## config.mk

```make
export PLATFORM = sky130hd
export DESIGN_NAME = stat_string_mask_encoder_top_flat
export DESIGN_NICKNAME = d
export VERILOG_FILES = /design/src/rtl/ssme_pkg.sv /design/src/rtl/ssme_in_if.sv /design/src/rtl/ssme_out_if.sv /design/src/rtl/stat_string_mask_encoder_top.sv /design/src/rtl/ssme_front.sv /design/src/rtl/ssme_queue.sv /design/src/rtl/ssme_back.sv /design/src/flat_wrapper.sv
export SDC_FILE = /design/constraint.sdc
export NUM_CORES = 1
export LEC_CHECK = 0
export BUFFER_PORTS_ARGS = -buffer_cell sky130_fd_sc_hd__buf_2
export CORE_MARGIN = 5
export CORE_UTILIZATION = 27
export CTS_CLUSTER_SIZE = 16
export DETAILED_ROUTE_END_ITERATION = 8
export PLACE_DENSITY = 0.47
export SLEW_MARGIN = 25
export SYNTH_ARGS = -nofsm -noshare
export SYNTH_HDL_FRONTEND = slang
export SYNTH_SLANG_ARGS = --single-unit
```

## constraint.sdc

```tcl
create_clock -name clk -period 5.6 [get_ports clk]
set_input_delay 0.28 -clock clk [delete_from_list [all_inputs] [get_ports clk]]
set_output_delay 0.28 -clock clk [all_outputs]
set_load 0.1 [all_outputs]
```

## src/rtl/ssme_pkg.sv

```systemverilog
// ---------------------------------------------------------------------------
// ssme_pkg
// Types and constants of the string mask encoder.
// ---------------------------------------------------------------------------
package ssme_pkg;

  localparam int GROUP_SIZE  = 7;
  localparam int QUEUE_DEPTH = 2;
  localparam int QPTR_W      = $clog2(QUEUE_DEPTH);
  localparam int QCNT_W      = $clog2(QUEUE_DEPTH + 1);

  typedef logic [7:0] byte_t;
  typedef logic [2:0] cnt_t;

  localparam byte_t MASK_INIT = 8'h01;
  localparam cnt_t  LAST_POS  = cnt_t'(GROUP_SIZE - 1);

  typedef struct packed {
    byte_t [GROUP_SIZE-1:0] bytes;
    byte_t                  mask;
    cnt_t                   count;
    logic                   last;
  } group_t;

  typedef struct packed {
    logic   valid;
    group_t grp;
  } q_head_t;

endpackage

```

## src/rtl/ssme_in_if.sv

```systemverilog
// ---------------------------------------------------------------------------
// ssme_in_if
// Input byte channel: valid/ready handshake with message byte and end flag.
// ---------------------------------------------------------------------------
interface ssme_in_if;
  logic           valid;
  logic           ready;
  ssme_pkg::byte_t data_byte;
  logic           last_byte;

  modport source (output valid, data_byte, last_byte, input ready);
  modport sink   (input valid, data_byte, last_byte, output ready);
endinterface

```

## src/rtl/ssme_out_if.sv

```systemverilog
// ---------------------------------------------------------------------------
// ssme_out_if
// Result channel: valid/ready handshake with encoded byte and end flags.
// ---------------------------------------------------------------------------
interface ssme_out_if;
  logic           valid;
  logic           ready;
  ssme_pkg::byte_t out_byte;
  logic           group_end;
  logic           message_end;

  modport source (output valid, out_byte, group_end, message_end, input ready);
  modport sink   (input valid, out_byte, group_end, message_end, output ready);
endinterface

```

## src/rtl/stat_string_mask_encoder_top.sv

```systemverilog
// Flow: a closing byte's group is written into the group queue, and its mask byte is then loaded
//   into the registered output stage once earlier groups have left. A group of n bytes (n = 1..7)
//   leaves as n+1 transactions, one per cycle while out_ch is ready.
// The input side runs one byte per cycle while the two-entry group queue has room.
// Reset: synchronous, active low; clears group count, mask, queue and output valid.
// ---------------------------------------------------------------------------
// stat_string_mask_encoder_top
// Byte stream mask encoder: front encoder, group queue and output sequencer.
// ---------------------------------------------------------------------------
module stat_string_mask_encoder_top (
  input  logic        clk,
  input  logic        rst_n,
  ssme_in_if.sink     in_ch,
  ssme_out_if.source  out_ch
);

  logic              push;
  logic              pop;
  logic              q_full;
  ssme_pkg::group_t  push_grp;
  ssme_pkg::q_head_t head;

  ssme_front u_front (
    .clk      (clk),
    .rst_n    (rst_n),
    .in_ch    (in_ch),
    .q_full   (q_full),
    .push     (push),
    .push_grp (push_grp)
  );

  ssme_queue u_queue (
    .clk      (clk),
    .rst_n    (rst_n),
    .push     (push),
    .push_grp (push_grp),
    .full     (q_full),
    .pop      (pop),
    .head     (head)
  );

  ssme_back u_back (
    .clk    (clk),
    .rst_n  (rst_n),
    .head   (head),
    .pop    (pop),
    .out_ch (out_ch)
  );

endmodule

```

## src/rtl/ssme_front.sv

```systemverilog
// ---------------------------------------------------------------------------
// ssme_front
// Accepts bytes, encodes them, builds the group mask and hands finished
// groups to the queue.
// ---------------------------------------------------------------------------
module ssme_front (
  input  logic                 clk,
  input  logic                 rst_n,
  ssme_in_if.sink              in_ch,
  input  logic                 q_full,
  output logic                 push,
  output ssme_pkg::group_t     push_grp
);

  ssme_pkg::byte_t [ssme_pkg::GROUP_SIZE-1:0] buf_r;
  ssme_pkg::cnt_t  count_r;
  ssme_pkg::byte_t mask_r;

  ssme_pkg::byte_t enc;
  ssme_pkg::byte_t mask_nxt;
  ssme_pkg::cnt_t  count_nxt;
  logic            accept;
  logic            flush;

  assign in_ch.ready = !q_full;
  assign accept      = in_ch.valid && in_ch.ready;

  // even byte plus one and odd byte kept both give the byte with bit 0 set
  assign enc       = in_ch.data_byte | ssme_pkg::byte_t'(1);
  assign count_nxt = count_r + 3'd1;
  assign mask_nxt  = in_ch.data_byte[0] ? (mask_r | (ssme_pkg::byte_t'(1) << count_nxt))
                                        : mask_r;
  assign flush     = (count_r == ssme_pkg::LAST_POS) || in_ch.last_byte;

  always_comb begin
    push_grp            = '0;
    push_grp.bytes      = buf_r;
    push_grp.bytes[count_r[2:0]] = enc;
    push_grp.mask       = mask_nxt;
    push_grp.count      = count_nxt;
    push_grp.last       = in_ch.last_byte;
  end

  assign push = accept && flush;

  always_ff @(posedge clk) begin
    if (accept) begin
      buf_r[count_r] <= enc;
    end
  end

  always_ff @(posedge clk) begin
    if (!rst_n) begin
      count_r <= '0;
      mask_r  <= ssme_pkg::MASK_INIT;
    end else if (accept) begin
      if (flush) begin
        count_r <= '0;
        mask_r  <= ssme_pkg::MASK_INIT;
      end else begin
        count_r <= count_nxt;
        mask_r  <= mask_nxt;
      end
    end
  end

endmodule

```

## src/rtl/ssme_queue.sv

```systemverilog
// ---------------------------------------------------------------------------
// ssme_queue
// Short group queue between the front and back parts.
// ---------------------------------------------------------------------------
module ssme_queue (
  input  logic                 clk,
  input  logic                 rst_n,
  input  logic                 push,
  input  ssme_pkg::group_t     push_grp,
  output logic                 full,
  input  logic                 pop,
  output ssme_pkg::q_head_t    head
);

  ssme_pkg::group_t            slot_r [ssme_pkg::QUEUE_DEPTH];
  logic [ssme_pkg::QPTR_W-1:0] wr_ptr_r;
  logic [ssme_pkg::QPTR_W-1:0] rd_ptr_r;
  logic [ssme_pkg::QCNT_W-1:0] cnt_r;
  logic [ssme_pkg::QCNT_W-1:0] cnt_nxt;

  assign full       = (cnt_r == ssme_pkg::QCNT_W'(ssme_pkg::QUEUE_DEPTH));
  assign head.valid = (cnt_r != '0);
  assign head.grp   = slot_r[rd_ptr_r];

  always_comb begin
    cnt_nxt = cnt_r;
    case ({push, pop})
      2'b10:   cnt_nxt = cnt_r + ssme_pkg::QCNT_W'(1);
      2'b01:   cnt_nxt = cnt_r - ssme_pkg::QCNT_W'(1);
      default: cnt_nxt = cnt_r;
    endcase
  end

  always_ff @(posedge clk) begin
    if (push) begin
      slot_r[wr_ptr_r] <= push_grp;
    end
  end

  always_ff @(posedge clk) begin
    if (!rst_n) begin
      wr_ptr_r <= '0;
      rd_ptr_r <= '0;
      cnt_r    <= '0;
    end else begin
      if (push) begin
        wr_ptr_r <= (wr_ptr_r == ssme_pkg::QPTR_W'(ssme_pkg::QUEUE_DEPTH - 1))
                    ? '0 : wr_ptr_r + 1'b1;
      end
      if (pop) begin
        rd_ptr_r <= (rd_ptr_r == ssme_pkg::QPTR_W'(ssme_pkg::QUEUE_DEPTH - 1))
                    ? '0 : rd_ptr_r + 1'b1;
      end
      cnt_r <= cnt_nxt;
    end
  end

endmodule

```

## src/rtl/ssme_back.sv

```systemverilog
// ---------------------------------------------------------------------------
// ssme_back
// Walks the head group: mask byte first, then the encoded bytes, through a
// registered output stage.
// ---------------------------------------------------------------------------
module ssme_back (
  input  logic                 clk,
  input  logic                 rst_n,
  input  ssme_pkg::q_head_t    head,
  output logic                 pop,
  ssme_out_if.source           out_ch
);

  logic            out_valid_r;
  ssme_pkg::byte_t out_byte_r;
  logic            group_end_r;
  logic            message_end_r;
  ssme_pkg::cnt_t  idx_r;
  ssme_pkg::cnt_t  idx_m1;
  ssme_pkg::byte_t sel_byte;
  logic            load;
  logic            fin;

  assign load   = head.valid && (!out_valid_r || out_ch.ready);
  assign fin    = (idx_r == head.grp.count);
  assign idx_m1 = idx_r - 3'd1;
  assign sel_byte = (idx_r == '0) ? head.grp.mask : head.grp.bytes[idx_m1];
  assign pop    = load && fin;

  assign out_ch.valid       = out_valid_r;
  assign out_ch.out_byte    = out_byte_r;
  assign out_ch.group_end   = group_end_r;
  assign out_ch.message_end = message_end_r;

  always_ff @(posedge clk) begin
    if (load) begin
      out_byte_r    <= sel_byte;
      group_end_r   <= fin;
      message_end_r <= fin && head.grp.last;
    end
  end

  always_ff @(posedge clk) begin
    if (!rst_n) begin
      out_valid_r <= 1'b0;
      idx_r       <= '0;
    end else if (load) begin
      out_valid_r <= 1'b1;
      idx_r       <= fin ? '0 : idx_r + 3'd1;
    end else if (out_ch.ready) begin
      out_valid_r <= 1'b0;
    end
  end

endmodule

```

## src/flat_wrapper.sv

```systemverilog
// flat-port wrapper written by rule: the top's interface ports become plain ports
module stat_string_mask_encoder_top_flat 
  (clk, rst_n, in_ch_valid, in_ch_data_byte, in_ch_last_byte, in_ch_ready, out_ch_valid, out_ch_out_byte, out_ch_group_end, out_ch_message_end, out_ch_ready);
  ssme_in_if in_ch_i ();
  ssme_out_if out_ch_i ();
  input  logic clk;
  input  logic rst_n;
  input wire logic [$bits(in_ch_i.valid)-1:0] in_ch_valid;
  input wire logic [$bits(in_ch_i.data_byte)-1:0] in_ch_data_byte;
  input wire logic [$bits(in_ch_i.last_byte)-1:0] in_ch_last_byte;
  output wire logic [$bits(in_ch_i.ready)-1:0] in_ch_ready;
  output wire logic [$bits(out_ch_i.valid)-1:0] out_ch_valid;
  output wire logic [$bits(out_ch_i.out_byte)-1:0] out_ch_out_byte;
  output wire logic [$bits(out_ch_i.group_end)-1:0] out_ch_group_end;
  output wire logic [$bits(out_ch_i.message_end)-1:0] out_ch_message_end;
  input wire logic [$bits(out_ch_i.ready)-1:0] out_ch_ready;
  assign in_ch_i.valid = in_ch_valid;
  assign in_ch_i.data_byte = in_ch_data_byte;
  assign in_ch_i.last_byte = in_ch_last_byte;
  assign in_ch_ready = in_ch_i.ready;
  assign out_ch_valid = out_ch_i.valid;
  assign out_ch_out_byte = out_ch_i.out_byte;
  assign out_ch_group_end = out_ch_i.group_end;
  assign out_ch_message_end = out_ch_i.message_end;
  assign out_ch_i.ready = out_ch_ready;
  stat_string_mask_encoder_top u_core (.clk(clk), .rst_n(rst_n), .in_ch(in_ch_i), .out_ch(out_ch_i));
endmodule
```

==> impl_metrics.tcl <==
set metrics [dict create \
    post-cts-setup-buffer-count 0 \
    grt_use_total_pct 10.99 \
    globalRouteOverflowTotal 0 \
    setup_viol 0 \
    synth.cell_area_um2 8955 \
    worstSetupPathType "register to register" \
    firstDrtPassIters 4 \
    power.share.combinational_pct 12.0 \
    grt_pass1_vias 4761 \
    cts-buffers-inserted 25 \
    pwr-share-clk_pct 38.2 \
    post-route-period-util_pct 57.86 \
    gp_congestion 0.7602 \
    clockRootBuffer "clkbuf_16" \
    post-route-min-period_ns 3.240 \
    hold_path.class "input port to register" \
    hold_slack_ns 0.1612 \
    drtIter0Drc 278 \
    seqPwrFrac_pct 49.7 \
    htreeDepth 1 \
    avgSynthCellArea_um2 17.46 \
    drv_cap 0 \
    endpoint_kind "register" \
    grt_pass1_wl_um 30460 \
    syn_to_final_growth_pct 15.73 \
    tns_ns 0 \
    rsz0062_at_grt "no" \
    clk_latency_ns 0.52 \
    fmax_mhz 308.6 \
    pin_count 25 \
    antennaDiodeCount 0 \
    synth_ff_type "edfxtp_1" \
    crit_required_ns 5.76 \
    slew_viol_final 0 \
    finalHoldViolCount 0 \
    netlist_instances 513 \
    fin_worst_skew_ns 0.01038 \
    fp.dieArea_um2 36910 \
    yosys_warnings 0 \
    n_fill_cell 3192 \
    cp_max_fo 28 \
    synth_edf_count 202 \
    leakagePower_nw 3.237 \
    chipHeight_um 192.1 \
    drc 0 \
    tritoncts "yes" \
    cts.repair.resized 0 \
    cts.path.max_buffers 3 \
    synth_async_sr_flop_share_pct 0 \
    dpl.hpwl_um 12830 \
    synth_top_area_share_pct 67.74 \
    ant_nets 0 \
    synth_fp_nets 535 \
    initial_core_util_pct 27.45 \
    seqCellArea_um2 6470 \
    core_um2 32620 \
    ys_seq_elements 222 \
    num_vias 4577 \
    total_power_mw 3.981 \
    ir_worst_vdd_mv 0.2001 \
    grt_max_degree 68 \
    sw_frac_of_total_pct 24.79 \
    fin_ws_ns 2.360 \
    synth_area_leaders "edfxtp_1, mux2_2, mux2i_1" \
    wirelength_um 20190 \
    dieWidth_um 192.1 \
    fin_nets 573 \
    netlist_top_cells_count "edfxtp_1, mux2_2, mux2i_1" \
    rows 66 \
    worstMarginPinSlew_ns 1.017 \
    cts.sinks 222 \
    io_buffers 24 \
    powerDensity_nw_per_um2 384.2 \
    seq_area_frac_synth_pct 72.21 \
    synth_top_area_cell "edfxtp_1" \
    antenna_found_initial 0 \
    synth_most_common_cell "edfxtp_1" \
    start_kind "register" \
    post_route_cells_drive_above_1_share_pct 26.71 \
    status "completed" \
    multi_input_area_um2 2335 \
    internal-power_mw 2.994 \
    post_drt_via_cell_ratio 4.527 \
    clkTransAtPathRegs_ns 0.05 \
    relSlewSlack_pct 32.19 \
    routedWlPerCell_um 19.97 \
    switching_power_mw 0.9870 \
    yosys.cell_types.count 43 \
    worstPathArrival_ns 3.40 \
    pre_cts_ws_ns 2.300 \
]
## cells in the final DEF, fill, tap and decap left out, types with 3 or more instances in the layout
cell	n
buf_2	24
a31o_2	7
a21oi_1	3
clkbuf_16	25
nor3_1	9
xnor2_1	8
ha_1	9
mux4_2	6
mux2_2	55
o22ai_1	18
a221o_1	8
nand3_1	6
clkbuf_1	7
nand2_1	14
nor3_2	3
clkinv_2	3
nor2_1	13
o21ai_0	9
mux2i_1	47
dfxtp_1	19
or2_2	7
edfxtp_1	202
o2111a_1	7
clkbuf_8	3
inv_1	7
buf_4	10
nand2b_1	8
clkinv_1	3
## flip-flops by register name (all words and copies together) (netlist names), named ones only
| signal | cells |
|---|---|
| u_core.u_queue.wr_ptr_r | 1 |
| u_core.u_front.buf_r | 56 |
| u_core.u_queue.cnt_r | 2 |
| u_core.u_queue.slot_r | 136 |
| u_core.u_back.out_ch.valid | 1 |
| u_core.u_front.mask_r | 8 |
| u_core.u_back.out_ch.out_byte | 8 |
| u_core.u_back.out_ch.group_end | 1 |
| u_core.u_front.count_r | 3 |
| u_core.u_back.idx_r | 3 |
| u_core.u_back.out_ch.message_end | 1 |
| u_core.u_queue.rd_ptr_r | 1 |
## metrics by stage
| step | utilization [%] | instance area [µm²] | instances |
|---|---|---|---|
| 2_1_floorplan | - | 8955 | 513 |
| 3_3_place_gp | 29.37 | 9579 | 965 |
| 3_5_place_dp | 29.37 | 9579 | 965 |
| 4_1_cts | 31.77 | 10360 | 1011 |
| 5_1_grt | 31.77 | 10360 | 1011 |
| 6_report | 31.77 | 10360 | 1011 |
## logic make-up after synthesis
kind of cell / share of synthesized area (%)
XOR/XNOR: 0.8803
buffers and inverters: 1.900
adder cells (fa/ha/maj): 1.258
AND/OR/NAND/NOR: 4.401
AO/OA/AOI/OAI: 4.835
multiplexers: 14.52
flip-flops: 72.21
## metal layers
metal / GRT usage (%) / wire, µm / share of wire (%) / vias to the layer above
met5: 0 / 0 / 0 / -
met2: 17.50 / 9499 / 47 / 79
met1: 15.42 / 9505 / 47 / 2368
li1: - / - / - / 2102
met3: 1.945 / 719 / 3.6 / 28
met4: 3.291 / 461 / 2.3 / 0
## worst max-delay path, cell delays in order (launching register included)
cell and delay (ns):
dfxtp_1 0.40, inv_1 0.25, ha_1 0.25, a21o_1 0.17
nand3_1 0.46, nor2_4 0.81, buf_4 0.51
## area by class of cell
| cell class | count | area share [%] |
|---|---|---|
| Sequential cell | 222 | 62.43 |
| Multi-Input combinational cell | 260 | 22.53 |
| Clock buffer | 35 | 6.688 |
| Tap cell | 442 | 5.336 |
| Timing Repair Buffer | 35 | 1.980 |
| Clock inverter | 10 | 0.7847 |
| Inverter | 7 | 0.2535 |
## final timing paths
path / startpoint / end / slack (ns) / depth (start not counted)
worst max-delay path: u_core.u_front.count_r[0] / u_core.u_queue.slot_r[0][28] / 2.36 / 6
worst min-delay path: in_ch_valid / u_core.u_front.count_r[2] / 0.16 / 4
worst max register to register: u_core.u_front.count_r[0] / u_core.u_queue.slot_r[0][28] / 2.36 / 6
worst min register to register: u_core.u_front.mask_r[0] / u_core.u_front.mask_r[0] / 0.43 / 1
## power by group through the flow
stage | Clock, mW | Combinational [mW] | Sequential, mW
floorplan | 0 | 0.281 | 2.08
global placement | 0 | 0.474 | 2.01
CTS | 1.57 | 0.487 | 1.98
detailed placement | 0 | 0.486 | 2.01
finish | 1.52 | 0.480 | 1.98
global route | 1.65 | 0.519 | 1.99
## timing repair
| action | in CTS | in global routing |
|---|---|---|
| hold endpoints to repair | 2 | 0 |
| hold buffers | 1 | 0 |
| endpoints found under the setup margin | 0 | 0 |
Note: power is estimated with default switching activity, not from simulation.
